$ cat src/rtl/mbr_pkg.sv
// Shared types and constants of the MSB-first bit reader with exp-Golomb decoding.
`default_nettype none

package mbr_pkg;

   localparam int STORE_BYTES_DEFAULT   = 1024;
   localparam int MAX_READ_BITS_DEFAULT = 24;
   localparam int LEN_BITS              = 11;
   localparam int WINDOW_BITS           = 32;

   typedef enum logic [2:0] {
      OP_RESTART    = 3'd0,
      OP_LOAD_BYTE  = 3'd1,
      OP_READ_BITS  = 3'd2,
      OP_READ_UE    = 3'd3,
      OP_READ_BYTES = 3'd4
   } op_type;

   typedef enum logic [1:0] {
      ST_IDLE,
      ST_TAKE,
      ST_BYTES
   } state_type;

   // What the current bit fetch is for.
   typedef enum logic [2:0] {
      USE_BITS,
      USE_PREFIX,
      USE_SUFFIX,
      USE_BYTE,
      USE_PART
   } use_type;

   typedef struct packed {
      logic [WINDOW_BITS-1:0] value;
      logic                   last;
      logic                   error;
      logic                   at_end;
   } rsp_type;

endpackage

`default_nettype wire

$ cat src/rtl/mbr_ifs.sv
// Valid/ready channel interfaces for requests, responses and the length register.
`default_nettype none


interface mbr_rsp_if;
   logic                            valid;
   logic                            ready;
   logic [mbr_pkg::WINDOW_BITS-1:0] value;
   logic                            last;
   logic                            error;
   logic                            at_end;

   modport source (output valid, output value, output last, output error, output at_end,
                   input ready);
   modport sink (input valid, input value, input last, input error, input at_end,
                 output ready);
endinterface


`default_nettype wire

$ cat src/rtl/mbr_rsp_reg.sv
// Response output register that decouples the sequencer from a stalling receiver.
`default_nettype none

module mbr_rsp_reg (
   input  wire logic             clock,
   input  wire logic             reset,
   input  wire logic             push,
   input  wire mbr_pkg::rsp_type push_data,
   output logic                  slot_free,
   mbr_rsp_if.source             rsp_bus
);

   logic             valid_ff;
   logic             valid_in;
   mbr_pkg::rsp_type data_ff;

   assign slot_free = !valid_ff || rsp_bus.ready;

   always_comb begin
      valid_in = valid_ff;
      if (push) begin
         valid_in = 1'b1;
      end else if (rsp_bus.ready) begin
         valid_in = 1'b0;
      end
   end

   always_ff @(posedge clock) begin
      if (reset) begin
         valid_ff <= 1'b0;
      end else begin
         valid_ff <= valid_in;
      end
   end

   always_ff @(posedge clock) begin
      if (push) begin
         data_ff <= push_data;
      end
   end

   assign rsp_bus.valid  = valid_ff;
   assign rsp_bus.value  = data_ff.value;
   assign rsp_bus.last   = data_ff.last;
   assign rsp_bus.error  = data_ff.error;
   assign rsp_bus.at_end = data_ff.at_end;

endmodule

`default_nettype wire

$ cat src/flat_wrapper.sv
// flat-port wrapper written by rule: the top's interface ports become plain ports
module mbr_rsp_reg_flat 
  (clock, reset, push, push_data, slot_free, rsp_bus_valid, rsp_bus_value, rsp_bus_last, rsp_bus_error, rsp_bus_at_end, rsp_bus_ready);
  mbr_rsp_if rsp_bus_i ();
  input  wire logic clock;
  input  wire logic reset;
  input  wire logic push;
  input  wire mbr_pkg::rsp_type push_data;
  output logic slot_free;
  output wire logic [$bits(rsp_bus_i.valid)-1:0] rsp_bus_valid;
  output wire logic [$bits(rsp_bus_i.value)-1:0] rsp_bus_value;
  output wire logic [$bits(rsp_bus_i.last)-1:0] rsp_bus_last;
  output wire logic [$bits(rsp_bus_i.error)-1:0] rsp_bus_error;
  output wire logic [$bits(rsp_bus_i.at_end)-1:0] rsp_bus_at_end;
  input wire logic [$bits(rsp_bus_i.ready)-1:0] rsp_bus_ready;
  assign rsp_bus_valid = rsp_bus_i.valid;
  assign rsp_bus_value = rsp_bus_i.value;
  assign rsp_bus_last = rsp_bus_i.last;
  assign rsp_bus_error = rsp_bus_i.error;
  assign rsp_bus_at_end = rsp_bus_i.at_end;
  assign rsp_bus_i.ready = rsp_bus_ready;
  mbr_rsp_reg u_core (.clock(clock), .reset(reset), .push(push), .push_data(push_data), .slot_free(slot_free), .rsp_bus(rsp_bus_i));
endmodule
$ cat config.mk
export PLATFORM = sky130hd
export DESIGN_NAME = mbr_rsp_reg_flat
export DESIGN_NICKNAME = d
export VERILOG_FILES = /design/src/rtl/mbr_pkg.sv /design/src/rtl/mbr_ifs.sv /design/src/rtl/mbr_rsp_reg.sv /design/src/flat_wrapper.sv
export SDC_FILE = /design/constraint.sdc
export NUM_CORES = 1
export LEC_CHECK = 0
export ABC_AREA = 1
export BUFFER_PORTS_ARGS = -buffer_cell sky130_fd_sc_hd__buf_2
export CAP_MARGIN = 20
export CORE_UTILIZATION = 25
export DETAILED_ROUTE_END_ITERATION = 8
export PLACE_DENSITY = 0.6
export SYNTH_ARGS = -nofsm -noshare
export SYNTH_HDL_FRONTEND = slang
export SYNTH_SLANG_ARGS = --single-unit
$ cat constraint.sdc
create_clock -name clock -period 0.8 [get_ports clock]
set_input_delay 0.16 -clock clock [delete_from_list [all_inputs] [get_ports clock]]
set_output_delay 0.16 -clock clock [all_outputs]
set_load 0.1 [all_outputs]
==> results.yml <==
placed_design:
  place.gp.congestion: 0.647
  hpwl_mm: 1.85
  numPortBuffers: 75
run:
  drv_cap: 0
route:
  routed_wl_mm: 2.29
  wl_per_cell_microns: 13.1
  ant_nets: 0
  vias: 695
  viasPerCell: 3.97
  drc: 0
  drt_first_pass_iters: 2
  drtIter0Drc: 13
global_route:
  grt_pass1_vias: 750
  overflow: 0
  grt_pass1_wl_mm: 3.21
  grt_use_total_pct: 10.5
  antenna_found_initial: 0
  grt_max_degree: 20
power:
  cellLeakagePower_nw: 0.927
  power_density_nw_per_um2: 2390
  ir_drop_uv: 1120
cts:
  clk_latency_ns: 0.27
  cts_tree: "done"
  root_buffer: "clkbuf_8"
  cts_sinks: 36
  ctsHoldBuffers: 0
  cts_buffers: 5
  clock_path_buffers: 2
  htreeDepth: 2
  path_clk_slew_ns: 0.07
  cts-resized-gates: 0
yosys:
  seq_area_frac_synth_pct: 97.9
  synth_area_sq_um: 1090
  syn_inst: 40
  synth.ff_latch_count: 36
  yosysTopAreaCell: "edfxtp_1"
  synth_cell_type_count: 5
  yosysTopAreaCellShare_pct: 96.1
  syn-num-nets: 79
  syn_avg_cell_area_sq_um: 27.3
  yosys-top-cells-area: "edfxtp_1 96%, dfxtp_1 1.8%, a21oi_2 0.80%"
  yosys_warnings: 0
setup_path:
  endpoint: "rsp_bus_value[23]"
  cp_num_cells: 1
  worstPathArrival_ns: 0.89
  slowest_delay_ns: 0.42
  cp-end-kind: "output port"
  crit_required_ns: 0.64
  crit_chain: "buf_12"
  criticalPathCategory: "reg2out"
  r2r_cells: 3
  slowest_stage: "edfxtp_1"
  critPathLaunchType: "flop"
  worst-r2r-setup-slack_ns: 0.07
  crit_path_start: "u_core.rsp_bus.value[23]"
  path_max_fanout: 1
  cp_num_buf_inv: 1
  r2r-end: "u_core.rsp_bus.valid"
  critPathTopFamily: "flip-flops"
  regToRegStartpoint: "u_core.rsp_bus.valid"
floorplanning:
  die_h_microns: 68.1
  ios: 76
  core_sq_um: 4090
  start_util_pct: 26.8
  dieArea_sq_um: 4640
  die_x_microns: 68.1
  rows: 23
sta:
  fmax_mhz: 948
  hold_viol: 0
  finClkSkew_ns: 0
  tns_ns: -8.91
  worst_slack_ns: -0.255
  tightest_slew_ns: 0.164
  finalCriticalPeriod_ns: 1.05
  rsz0062_at_grt: "yes"
  slew_violations: 0
  setup_viol_count_final: 37
  fin_crit_sh_pct: 132
  timing.slew.headroom_pct: 89.1
layout:
  drive_gt1_share_pct: 68.8
  final_util_pct: 54.5
  final.fill_count: 338
  nets: 164
  syn2layout_area_growth_pct: 104
  antennaDiodeCount: 0
outcome:
  outcome: "finished, violations left"
  violations: "negative setup slack"
worst_hold_path:
  holdPathStages: 2
  holdCritPathClass: "in2reg"
registers in the layout, summed over array words and instances, names as in the netlist:
register,flops
u_core.rsp_bus.error,1
u_core.rsp_bus.valid,1
u_core.rsp_bus.value,32
u_core.rsp_bus.at_end,1
u_core.rsp_bus.last,1
per-stage QoR:
step           area (sq um)  std cells  worst slack (ns)  hold WS (ns)  total power [mW]
2_1_floorplan          1110         40            -0.264         0.213              3.41
3_3_place_gp           2140        167            0.0226         0.311              4.22
3_5_place_dp           2140        167            0.0191         0.313              4.24
4_1_cts                2220        174            -0.275        0.0173              5.41
5_1_grt                2230        175            -0.287        0.0242              5.51
6_report               2230        175            -0.255        0.0283              5.34
power by group:
group / switching [mW] / total [mW] / internal (mW)
combinational: 1.20 / 1.83 / 0.631
clock: 0.576 / 1.15 / 0.574
sequential: 0.120 / 2.36 / 2.24
metal layers:
layer | part of all wire, % | global-route usage, % | wire [microns]
met2 | 55 | 18.0 | 1250
met4 | 1.8 | 7.03 | 41
met3 | 12 | 6.00 | 285
met5 | 0 | 0 | 0
met1 | 31 | 9.05 | 715
cell families (layout without fill, tap and decap cells):
group                  Yosys count  count (layout)  synth area share, %
AOI/OAI and AO/OA                1               1                0.801
DFF                             36              36                 97.9
buffers and inverters            2              87                0.687
and+or+nand+nor                  1               1                0.572
placed cells by master (no fill, tap or decap):
master	count
buf_12	39
buf_2	38
edfxtp_1	35
clkbuf_8	5
inv_1	2
clkinv_1	2
nand2_8	1
a21oi_2	1
buf_4	1
dfxtp_4	1
worst min path at each step:
stage,slack (ns),endpoint,from
2_1_floorplan,0.21,u_core.rsp_bus.valid,reset
3_3_place_gp,0.31,u_core.rsp_bus.valid,reset
3_5_place_dp,0.31,u_core.rsp_bus.valid,reset
4_1_cts,0.02,u_core.rsp_bus.valid,reset
5_1_grt,0.02,u_core.rsp_bus.valid,reset
6_report,0.03,u_core.rsp_bus.valid,reset
Yosys cell counts:
cell type	number
edfxtp_1	35
inv_1	2
a21oi_2	1
dfxtp_1	1
nand2_2	1
timing repair:
action,CTS,global route
cloned,0,0
endpoints found under the setup margin,37,37
endpoints found under the hold margin,0,0
setup buffers,0,1
pin swaps,1,0
area by class of cell:
cell class	instances	area [sq um]	share of cell area, %
clock inverters	2	7.51	0.337
repair buffers	78	978	43.9
clock buffers	5	68.8	3.09
multi-input cells	2	28.8	1.29
well taps	50	62.6	2.81
inverters	2	7.51	0.337
flip-flops and latches	36	1070	48.2
Note: power is estimated with default switching activity, not from simulation.
