==> src/rtl/mbr_pkg.sv <==
// Shared types and constants of the MSB-first bit reader with exp-Golomb decoding.
`default_nettype none

package mbr_pkg;

   localparam int STORE_BYTES_DEFAULT   = 1024;
   localparam int MAX_READ_BITS_DEFAULT = 24;
   localparam int LEN_BITS              = 11;
   localparam int WINDOW_BITS           = 32;

   typedef enum logic [2:0] {
      OP_RESTART    = 3'd0,
      OP_LOAD_BYTE  = 3'd1,
      OP_READ_BITS  = 3'd2,
      OP_READ_UE    = 3'd3,
      OP_READ_BYTES = 3'd4
   } op_type;

   typedef enum logic [1:0] {
      ST_IDLE,
      ST_TAKE,
      ST_BYTES
   } state_type;

   // What the current bit fetch is for.
   typedef enum logic [2:0] {
      USE_BITS,
      USE_PREFIX,
      USE_SUFFIX,
      USE_BYTE,
      USE_PART
   } use_type;

   typedef struct packed {
      logic [WINDOW_BITS-1:0] value;
      logic                   last;
      logic                   error;
      logic                   at_end;
   } rsp_type;

endpackage

`default_nettype wire

==> src/rtl/mbr_ifs.sv <==
// Valid/ready channel interfaces for requests, responses and the length register.
`default_nettype none

interface mbr_req_if;
   logic       valid;
   logic       ready;
   logic [2:0] operation;
   logic [9:0] address;
   logic [7:0] data_byte;
   logic [8:0] count;

   modport source (output valid, output operation, output address, output data_byte,
                   output count, input ready);
   modport sink (input valid, input operation, input address, input data_byte,
                 input count, output ready);
endinterface


interface mbr_csr_if;
   logic                         valid;
   logic                         ready;
   logic [mbr_pkg::LEN_BITS-1:0] buffer_length;

   modport source (output valid, output buffer_length, input ready);
   modport sink (input valid, input buffer_length, output ready);
endinterface

`default_nettype wire

==> src/rtl/mbr_engine.sv <==
// Read sequencer: positions, bit window, byte store accesses and ue(v) decoding.
`default_nettype none

module mbr_engine #(
   parameter int STORE_BYTES   = mbr_pkg::STORE_BYTES_DEFAULT,
   parameter int MAX_READ_BITS = mbr_pkg::MAX_READ_BITS_DEFAULT
) (
   input  wire logic                           clock,
   input  wire logic                           reset,
   mbr_req_if.sink                             req_bus,
   mbr_csr_if.sink                             csr_bus,
   output logic                                store_wr_en,
   output logic      [$clog2(STORE_BYTES)-1:0] store_wr_addr,
   output logic      [7:0]                     store_wr_data,
   output logic      [$clog2(STORE_BYTES)-1:0] store_rd_addr,
   input  wire logic [7:0]                     store_rd_data,
   output logic                                push,
   output mbr_pkg::rsp_type                    push_data,
   input  wire logic                           slot_free
);

   localparam int AW = $clog2(STORE_BYTES);
   localparam int PW = $clog2(STORE_BYTES + 1);

   mbr_pkg::state_type state_ff, state_in;
   mbr_pkg::use_type   use_ff, use_in;
   logic [4:0]                 n_ff, n_in;
   logic [4:0]                 zeros_ff, zeros_in;
   logic                       acc_err_ff, acc_err_in;
   logic [5:0]                 whole_ff, whole_in;
   logic [2:0]                 part_ff, part_in;
   logic                       direct_ff, direct_in;
   logic [PW-1:0]              bytepos_ff, bytepos_in;
   logic [5:0]                 bitpos_ff, bitpos_in;
   logic [31:0]                window_ff, window_in;
   logic                       end_ff, end_in;
   logic                       started_ff, started_in;
   logic [mbr_pkg::LEN_BITS-1:0] len_ff, len_in;

   logic        req_go;
   logic        restart_go;
   logic [5:0]  avail;
   logic [4:0]  shift;
   logic        pos_ok;
   logic        t_none, t_bad, t_short, t_adv, t_eof, t_err;
   logic        refill, t_done, end_after;
   logic [31:0] t_value;
   logic [31:0] ue_base;
   logic [7:0]  part_byte;
   logic        emit_req;
   logic        hold;

   assign req_bus.ready = (state_ff == mbr_pkg::ST_IDLE);
   assign csr_bus.ready = 1'b1;
   assign req_go        = req_bus.valid && req_bus.ready;
   assign restart_go    = req_go && (req_bus.operation == mbr_pkg::OP_RESTART);

   // Store port: loads write directly; the read follows the next byte position so the
   // registered read data always holds the byte at the current position. A load never
   // overlaps a read that is used: any read request is taken in a later cycle.
   assign store_wr_en   = req_go && (req_bus.operation == mbr_pkg::OP_LOAD_BYTE)
                          && (32'(req_bus.address) < STORE_BYTES);
   assign store_wr_addr = AW'(req_bus.address);
   assign store_wr_data = req_bus.data_byte;
   assign store_rd_addr = bytepos_in[AW-1:0];

   assign pos_ok = (32'(bytepos_ff) < 32'(len_ff)) && (32'(bytepos_ff) < STORE_BYTES);

   // One step of a bit fetch of n_ff bits.
   always_comb begin
      avail   = 6'd32 - bitpos_ff;
      shift   = 5'(avail - 6'(n_ff));
      t_none  = (n_ff == 5'd0);
      t_bad   = !started_ff || (32'(n_ff) > MAX_READ_BITS) || end_ff;
      t_short = (6'(n_ff) > avail);
      t_adv   = !t_none && !t_bad && !t_short;
      refill  = (state_ff == mbr_pkg::ST_TAKE) && !t_none && !t_bad && t_short && pos_ok;
      t_done  = (state_ff == mbr_pkg::ST_TAKE) && !refill;
      // The end is reached only when a refill is needed and no byte is left.
      t_eof   = !t_none && !t_bad && t_short && !pos_ok;
      t_err   = !t_none && (t_bad || t_short);
      t_value = t_adv ? ((window_ff >> shift) & ((32'd1 << n_ff) - 32'd1)) : 32'd0;
      end_after = end_ff || t_eof;
      ue_base   = (32'd1 << zeros_ff) - 32'd1;
      part_byte = 8'(t_value[7:0] << (4'd8 - {1'b0, part_ff}));
   end

   // Result emission.
   always_comb begin
      emit_req  = 1'b0;
      push_data = '0;
      unique case (state_ff)
         mbr_pkg::ST_IDLE: begin
         end
         mbr_pkg::ST_TAKE: begin
            if (t_done) begin
               unique case (use_ff)
                  mbr_pkg::USE_BITS: begin
                     emit_req  = 1'b1;
                     push_data = '{t_value, 1'b1, acc_err_ff | t_err, end_after};
                  end
                  mbr_pkg::USE_PREFIX: begin
                     // Thirty-two zeros in a row saturate the code.
                     if (!t_value[0] && !end_after && (zeros_ff == 5'd31)) begin
                        emit_req  = 1'b1;
                        push_data = '{32'hFFFF_FFFF, 1'b1, 1'b1, end_after};
                     end
                  end
                  mbr_pkg::USE_SUFFIX: begin
                     emit_req  = 1'b1;
                     push_data = '{ue_base + t_value, 1'b1, acc_err_ff | t_err, end_after};
                  end
                  mbr_pkg::USE_BYTE: begin
                     emit_req  = 1'b1;
                     push_data = '{t_value, (whole_ff == 6'd1) && (part_ff == 3'd0),
                                   t_err, end_after};
                  end
                  mbr_pkg::USE_PART: begin
                     emit_req  = 1'b1;
                     push_data = '{{24'd0, part_byte}, 1'b1, t_err, end_after};
                  end
                  default: begin
                  end
               endcase
            end
         end
         mbr_pkg::ST_BYTES: begin
            if ((whole_ff != 6'd0) && direct_ff) begin
               emit_req  = 1'b1;
               push_data = '{pos_ok ? {24'd0, store_rd_data} : 32'd0,
                             (whole_ff == 6'd1) && (part_ff == 3'd0),
                             !pos_ok, end_ff || !pos_ok};
            end
         end
         default: begin
         end
      endcase
   end

   assign hold = emit_req && !slot_free;
   assign push = emit_req && slot_free;

   // Next state and register updates.
   always_comb begin
      state_in   = state_ff;
      use_in     = use_ff;
      n_in       = n_ff;
      zeros_in   = zeros_ff;
      acc_err_in = acc_err_ff;
      whole_in   = whole_ff;
      part_in    = part_ff;
      direct_in  = direct_ff;
      bytepos_in = bytepos_ff;
      bitpos_in  = bitpos_ff;
      window_in  = window_ff;
      end_in     = end_ff;
      started_in = started_ff;
      len_in     = csr_bus.valid ? csr_bus.buffer_length : len_ff;

      if (!hold) begin
         unique case (state_ff)
            mbr_pkg::ST_IDLE: begin
               if (req_go) begin
                  unique case (mbr_pkg::op_type'(req_bus.operation))
                     mbr_pkg::OP_RESTART: begin
                        bytepos_in = '0;
                        bitpos_in  = 6'd32;
                        window_in  = 32'd0;
                        end_in     = 1'b0;
                        started_in = 1'b1;
                     end
                     mbr_pkg::OP_LOAD_BYTE: begin
                     end
                     mbr_pkg::OP_READ_BITS: begin
                        state_in = mbr_pkg::ST_TAKE;
                        use_in   = mbr_pkg::USE_BITS;
                        // A bad size fetches nothing and reports the error.
                        if ((req_bus.count == 9'd0) ||
                            (32'(req_bus.count) > MAX_READ_BITS)) begin
                           n_in       = 5'd0;
                           acc_err_in = 1'b1;
                        end else begin
                           n_in       = req_bus.count[4:0];
                           acc_err_in = 1'b0;
                        end
                     end
                     mbr_pkg::OP_READ_UE: begin
                        state_in   = mbr_pkg::ST_TAKE;
                        use_in     = mbr_pkg::USE_PREFIX;
                        n_in       = 5'd1;
                        zeros_in   = 5'd0;
                        acc_err_in = 1'b0;
                     end
                     mbr_pkg::OP_READ_BYTES: begin
                        if (req_bus.count != 9'd0) begin
                           state_in  = mbr_pkg::ST_BYTES;
                           whole_in  = req_bus.count[8:3];
                           part_in   = req_bus.count[2:0];
                           direct_in = (bitpos_ff == 6'd32);
                        end
                     end
                     default: begin
                     end
                  endcase
               end
            end
            mbr_pkg::ST_TAKE: begin
               if (refill) begin
                  window_in  = {window_ff[23:0], store_rd_data};
                  bitpos_in  = bitpos_ff - 6'd8;
                  bytepos_in = bytepos_ff + PW'(1);
               end
               if (t_eof) begin
                  end_in = 1'b1;
               end
               if (t_adv) begin
                  bitpos_in = bitpos_ff + 6'(n_ff);
               end
               if (t_done) begin
                  unique case (use_ff)
                     mbr_pkg::USE_BITS: begin
                        state_in = mbr_pkg::ST_IDLE;
                     end
                     mbr_pkg::USE_PREFIX: begin
                        acc_err_in = acc_err_ff | t_err;
                        if (t_value[0] || end_after) begin
                           use_in = mbr_pkg::USE_SUFFIX;
                           n_in   = zeros_ff;
                        end else if (zeros_ff == 5'd31) begin
                           state_in = mbr_pkg::ST_IDLE;
                        end else begin
                           zeros_in = zeros_ff + 5'd1;
                        end
                     end
                     mbr_pkg::USE_SUFFIX: begin
                        state_in = mbr_pkg::ST_IDLE;
                     end
                     mbr_pkg::USE_BYTE: begin
                        whole_in = whole_ff - 6'd1;
                        state_in = mbr_pkg::ST_BYTES;
                     end
                     mbr_pkg::USE_PART: begin
                        state_in = mbr_pkg::ST_IDLE;
                     end
                     default: begin
                     end
                  endcase
               end
            end
            mbr_pkg::ST_BYTES: begin
               if (whole_ff != 6'd0) begin
                  if (direct_ff) begin
                     if (pos_ok) begin
                        bytepos_in = bytepos_ff + PW'(1);
                     end else begin
                        end_in = 1'b1;
                     end
                     whole_in = whole_ff - 6'd1;
                     if ((whole_ff == 6'd1) && (part_ff == 3'd0)) begin
                        state_in = mbr_pkg::ST_IDLE;
                     end
                  end else begin
                     state_in = mbr_pkg::ST_TAKE;
                     use_in   = mbr_pkg::USE_BYTE;
                     n_in     = 5'd8;
                  end
               end else if (part_ff != 3'd0) begin
                  state_in = mbr_pkg::ST_TAKE;
                  use_in   = mbr_pkg::USE_PART;
                  n_in     = {2'd0, part_ff};
               end else begin
                  state_in = mbr_pkg::ST_IDLE;
               end
            end
            default: begin
            end
         endcase
      end
   end

   always_ff @(posedge clock) begin
      if (reset) begin
         state_ff   <= mbr_pkg::ST_IDLE;
         bytepos_ff <= '0;
         bitpos_ff  <= 6'd0;
         window_ff  <= 32'd0;
         end_ff     <= 1'b0;
         started_ff <= 1'b0;
         len_ff     <= '0;
      end else begin
         state_ff   <= state_in;
         bytepos_ff <= bytepos_in;
         bitpos_ff  <= bitpos_in;
         window_ff  <= window_in;
         end_ff     <= end_in;
         started_ff <= started_in;
         len_ff     <= len_in;
      end
   end

   always_ff @(posedge clock) begin
      use_ff     <= use_in;
      n_ff       <= n_in;
      zeros_ff   <= zeros_in;
      acc_err_ff <= acc_err_in;
      whole_ff   <= whole_in;
      part_ff    <= part_in;
      direct_ff  <= direct_in;
   end

   a_push_slot: assert property (@(posedge clock) disable iff (reset) push |-> slot_free)
      else $error("response pushed into an occupied output register");

   a_bitpos_range: assert property (@(posedge clock) disable iff (reset)
      bitpos_ff <= 6'd32)
      else $error("bit position beyond the window");

   a_bytepos_range: assert property (@(posedge clock) disable iff (reset)
      32'(bytepos_ff) <= STORE_BYTES)
      else $error("byte position beyond the store");

   a_refill_stays: assert property (@(posedge clock) disable iff (reset)
      refill |=> (state_ff == mbr_pkg::ST_TAKE))
      else $error("fetch left before its refill was used");

   a_end_clear: assert property (@(posedge clock) disable iff (reset)
      $fell(end_ff) |-> $past(restart_go || reset))
      else $error("end of buffer flag cleared without a restart");

endmodule

`default_nettype wire

==> src/flat_wrapper.sv <==
// flat-port wrapper written by rule: the top's interface ports become plain ports
module mbr_engine_flat 
#(
   parameter int STORE_BYTES   = mbr_pkg::STORE_BYTES_DEFAULT,
   parameter int MAX_READ_BITS = mbr_pkg::MAX_READ_BITS_DEFAULT
)
  (clock, reset, store_wr_en, store_wr_addr, store_wr_data, store_rd_addr, store_rd_data, push, push_data, slot_free, req_bus_valid, req_bus_operation, req_bus_address, req_bus_data_byte, req_bus_count, req_bus_ready, csr_bus_valid, csr_bus_buffer_length, csr_bus_ready);
  mbr_req_if req_bus_i ();
  mbr_csr_if csr_bus_i ();
  input  wire logic clock;
  input  wire logic reset;
  output logic store_wr_en;
  output logic      [$clog2(STORE_BYTES)-1:0] store_wr_addr;
  output logic      [7:0] store_wr_data;
  output logic      [$clog2(STORE_BYTES)-1:0] store_rd_addr;
  input  wire logic [7:0] store_rd_data;
  output logic push;
  output mbr_pkg::rsp_type push_data;
  input  wire logic slot_free;
  input wire logic [$bits(req_bus_i.valid)-1:0] req_bus_valid;
  input wire logic [$bits(req_bus_i.operation)-1:0] req_bus_operation;
  input wire logic [$bits(req_bus_i.address)-1:0] req_bus_address;
  input wire logic [$bits(req_bus_i.data_byte)-1:0] req_bus_data_byte;
  input wire logic [$bits(req_bus_i.count)-1:0] req_bus_count;
  output wire logic [$bits(req_bus_i.ready)-1:0] req_bus_ready;
  input wire logic [$bits(csr_bus_i.valid)-1:0] csr_bus_valid;
  input wire logic [$bits(csr_bus_i.buffer_length)-1:0] csr_bus_buffer_length;
  output wire logic [$bits(csr_bus_i.ready)-1:0] csr_bus_ready;
  assign req_bus_i.valid = req_bus_valid;
  assign req_bus_i.operation = req_bus_operation;
  assign req_bus_i.address = req_bus_address;
  assign req_bus_i.data_byte = req_bus_data_byte;
  assign req_bus_i.count = req_bus_count;
  assign req_bus_ready = req_bus_i.ready;
  assign csr_bus_i.valid = csr_bus_valid;
  assign csr_bus_i.buffer_length = csr_bus_buffer_length;
  assign csr_bus_ready = csr_bus_i.ready;
  mbr_engine #(.STORE_BYTES(STORE_BYTES), .MAX_READ_BITS(MAX_READ_BITS)) u_core (.clock(clock), .reset(reset), .req_bus(req_bus_i), .csr_bus(csr_bus_i), .store_wr_en(store_wr_en), .store_wr_addr(store_wr_addr), .store_wr_data(store_wr_data), .store_rd_addr(store_rd_addr), .store_rd_data(store_rd_data), .push(push), .push_data(push_data), .slot_free(slot_free));
endmodule
==> config.mk <==
export PLATFORM = sky130hd
export DESIGN_NAME = mbr_engine_flat
export DESIGN_NICKNAME = d
export VERILOG_FILES = /design/src/rtl/mbr_pkg.sv /design/src/rtl/mbr_ifs.sv /design/src/rtl/mbr_engine.sv /design/src/flat_wrapper.sv
export SDC_FILE = /design/constraint.sdc
export NUM_CORES = 1
export LEC_CHECK = 0
export BUFFER_PORTS_ARGS = -buffer_cell sky130_fd_sc_hd__buf_2
export CAP_MARGIN = 20
export CORE_MARGIN = 10
export CORE_UTILIZATION = 50
export CTS_BUF_LIST = sky130_fd_sc_hd__clkbuf_16
export DETAILED_ROUTE_END_ITERATION = 8
export GPL_TIMING_DRIVEN = 1
export PLACE_DENSITY = 0.71
export RECOVER_POWER = 100
export SLEW_MARGIN = 10
export SYNTH_ARGS = -nofsm -noshare
export SYNTH_HDL_FRONTEND = slang
export SYNTH_SLANG_ARGS = --single-unit
==> constraint.sdc <==
create_clock -name clock -period 17.85 [get_ports clock]
set_input_delay 0.8925 -clock clock [delete_from_list [all_inputs] [get_ports clock]]
set_output_delay 0.8925 -clock clock [all_outputs]
set_load 0.05 [all_outputs]
==> out/results.txt <==
Worst-path clk slew - 0.07 ns
Slew Limit Fails - 182
Vias per cell - 6.37
Share of the synthesized area in the top cell type - 11.9%
RSZ-0062 raised after global routing - no
Critical path class - flop to output pin
CTS buffer count - 9
Top cells by area in the synthesized netlist - ha_1, dfxtp_1, edfxtp_1, nand2_1, mux4_2
DIE AREA - 28400 um2
Worst reg2reg setup slack - 10.53 ns
Synth unique cells - 95
Clock sinks - 88
Total setup buffers inserted after CTS - 0
CP required - 16.96 ns
Routed WL per cell - 20.5 um
Cell Pwr Density - 145 nW/um2
Sequential share of the synthesized area - 18.1%
Max IR drop VDD - 94.3 uV
Post-CTS Hold Fix Bufs - 0
Status - complete, but fails checks
Largest net degree at the start of global routing - 70
Max Cap Viol - 4
Die X - 169 um
Vias - 11200
Worst Skew - 0.0151 ns
Cell with the most instances after synthesis - nand2_1
Antenna Nets Post-Route - 0
Met2 WL - 16.2 mm
Vias in the first global route - 10600
Post-CTS Resized - 0
Crit path launch type - flop
Synthesized cell area - 11000 um2
Max Clock Freq - 0.105 GHz
Crit path time final - 9.51 ns
Hold-critical path endpoint - u_core.bytepos_ff[10]$_SDFFE_PP0P_
I/O Pins - 121
Clk_lat worst skew - 0.36 ns
Routability congestion estimate - 0.979
Final #Nets - 1635
# rows - 54
Pleak - 4.61 nW
Starting Density - 50.7%
WL met3 - 2.85 mm
Syn avg cell area - 7.55 um2
First DRT Iteration DRCs - 1260
Max clock buf depth - 2
Post-DP HPWL - 28.1 mm
M1 WL - 15.8 mm
Asr flop ratio synth - 0%
CP Data Arrival Time - 8.62 ns
Die height - 169 um
Startpoint of the lowest-slack hold path - u_core.bytepos_ff[10]$_SDFFE_PP0P_
Count of mapped cells out of synthesis - 1462
Synth cell count leaders - nand2_1, a21oi_1, inv_1, ha_1, nor2_1
TNS Setup - 0 ns
Flops & latches, synth - 88
Reg2Reg Launch Point - u_core.n_ff[0]$_DFFE_PP_
Worst hold path stage count - 2
DRC Markers - 0
Top sig layer - met4
Iteration count of the initial detailed-routing pass - 6
First-pass GRT wire length - 57.1 mm
Slew headroom - -99.7%
Violated checks - max-capacitance violations, max-slew violations
EDFF count, synth - 24
H-tree depth - 3
Yosys top cell by area - ha_1
GRT overflow - 0
Tot Pwr - 1.67 mW
Core area - 21800 um2
CTS tree - built
CP Max Fanout - 36
PortBufs - 83
HP Class - flop to flop
Placed instance count - 1741
Synth-to-layout area growth - 4.74%
R2r endpoint - u_core.zeros_ff[4]$_SDFFCE_PN0P_
Final Cycle Share - 53.3%
Ant. Diodes - 0
Top_reg_cell synth - dfxtp_1
Setup crit end kind - output pin
YS warnings - 0
Fin cells - 1758
Final Hold Viols - 0
# setup viols final - 0
Initial antenna violation count - 0
Final Util - 53.1%
Worst reg2reg path depth - 11
Root Driver - clkbuf_16
Routed WL - 36.0 mm
Tot GR Track Use - 24.3%
Worst Tran Pin Value - 3.00 ns
Layout cells sized above 1 - 9.07%
[critical path: stages (launching register included)]
cell and delay [ns]:
edfxtp_1 0.63, ha_1 1.54, nand3_1 0.20, o21ai_0 0.63, o21ai_0 0.48, clkbuf_1 0.31, nor2_1 0.13, o211ai_1 0.28
ha_1 0.41, inv_1 0.05, ha_1 0.21, fa_1 0.40, a21oi_1 0.21, o21ai_0 0.17, a221oi_1 0.54, o211ai_1 0.33
a311oi_1 0.48, o21ai_1 0.17, a311oi_1 0.36, xnor2_1 0.11, o21ai_1 0.12, clkbuf_1 0.49
[sequential cells by signal (all words and copies together) (netlist names), 2 cells and up]
| signal | cells |
|---|---|
| u_core.window_ff | 32 |
| u_core.bytepos_ff | 11 |
| u_core.len_ff | 11 |
| u_core.bitpos_ff | 6 |
| u_core.whole_ff | 6 |
| u_core.n_ff | 5 |
| u_core.zeros_ff | 5 |
| u_core.part_ff | 3 |
| u_core.use_ff | 3 |
| u_core.state_ff | 2 |
[per-layer routing]
metal	up-vias	GRT usage [%]
li1	5301	-
met1	5287	32.8
met2	529	38.4
met3	76	3.96
met4	0	8.55
met5	-	0
[where the power goes]
group	total [mW]	internal, mW	switching, mW
Clock	0.196	0.109	0.0867
Combinational	1.18	0.400	0.778
Sequential	0.297	0.248	0.0489
Total	1.67	0.757	0.914
[cells by family (layout without fill, tap and decap cells)]
family          count (synthesis)  count (layout)  synth area share (%)
mux                            64              64                  9.31
compound gates                417             417                  25.2
fa+ha+maj                     108             108                  12.5
xor+xnor                       44              44                  3.63
flops                          88              88                  18.1
buf+inv                       222             235                  9.08
other cells                     1               4                0.0340
simple gates                  518             518                  22.2
[worst max path at each step]
stage	to	slack, ns	from
6_report	push_data[34]	8.34	u_core.n_ff[0]$_DFFE_PP_
5_1_grt	push_data[34]	7.33	u_core.n_ff[0]$_DFFE_PP_
4_1_cts	push_data[32]	9.60	u_core.n_ff[3]$_DFFE_PP_
3_5_place_dp	push_data[32]	9.98	u_core.n_ff[3]$_DFFE_PP_
3_3_place_gp	push_data[34]	10.18	u_core.n_ff[3]$_DFFE_PP_
2_1_floorplan	push_data[32]	10.43	u_core.bitpos_ff[1]$_SDFFE_PP0P_
[placed cells by master, fill, tap and decap left out, types with 31 or more instances in the layout]
| master | n |
|---|---|
| nor3_1 | 31 |
| buf_2 | 34 |
| clkbuf_1 | 54 |
| nor2_1 | 103 |
| nand3_1 | 79 |
| o21ai_0 | 77 |
| ha_1 | 105 |
| dfxtp_1 | 64 |
| inv_1 | 118 |
| nand2_1 | 181 |
| a21oi_1 | 125 |
[through the flow]
step                      setup WS [ns]  hold WS (ns)  area [um2]
after floorplan                   10.43         0.442       11000
after global placement            10.18         0.465       11400
after detailed placement           9.98         0.476       11400
after CTS                          9.60         0.490       11700
after global routing               7.33         0.514       11600
final                              8.34         0.488       11600
[final cells by class]
class	instances	area, um2
Inverter	119	447
Timing Repair Buffer	100	463
Clock inverter	7	70.1
Multi-Input combinational cell	1155	8000
Clock buffer	9	225
Tap cell	280	350
Sequential cell	88	2000
Fill cell	2180	10200
(Power assumes the default switching activity.)
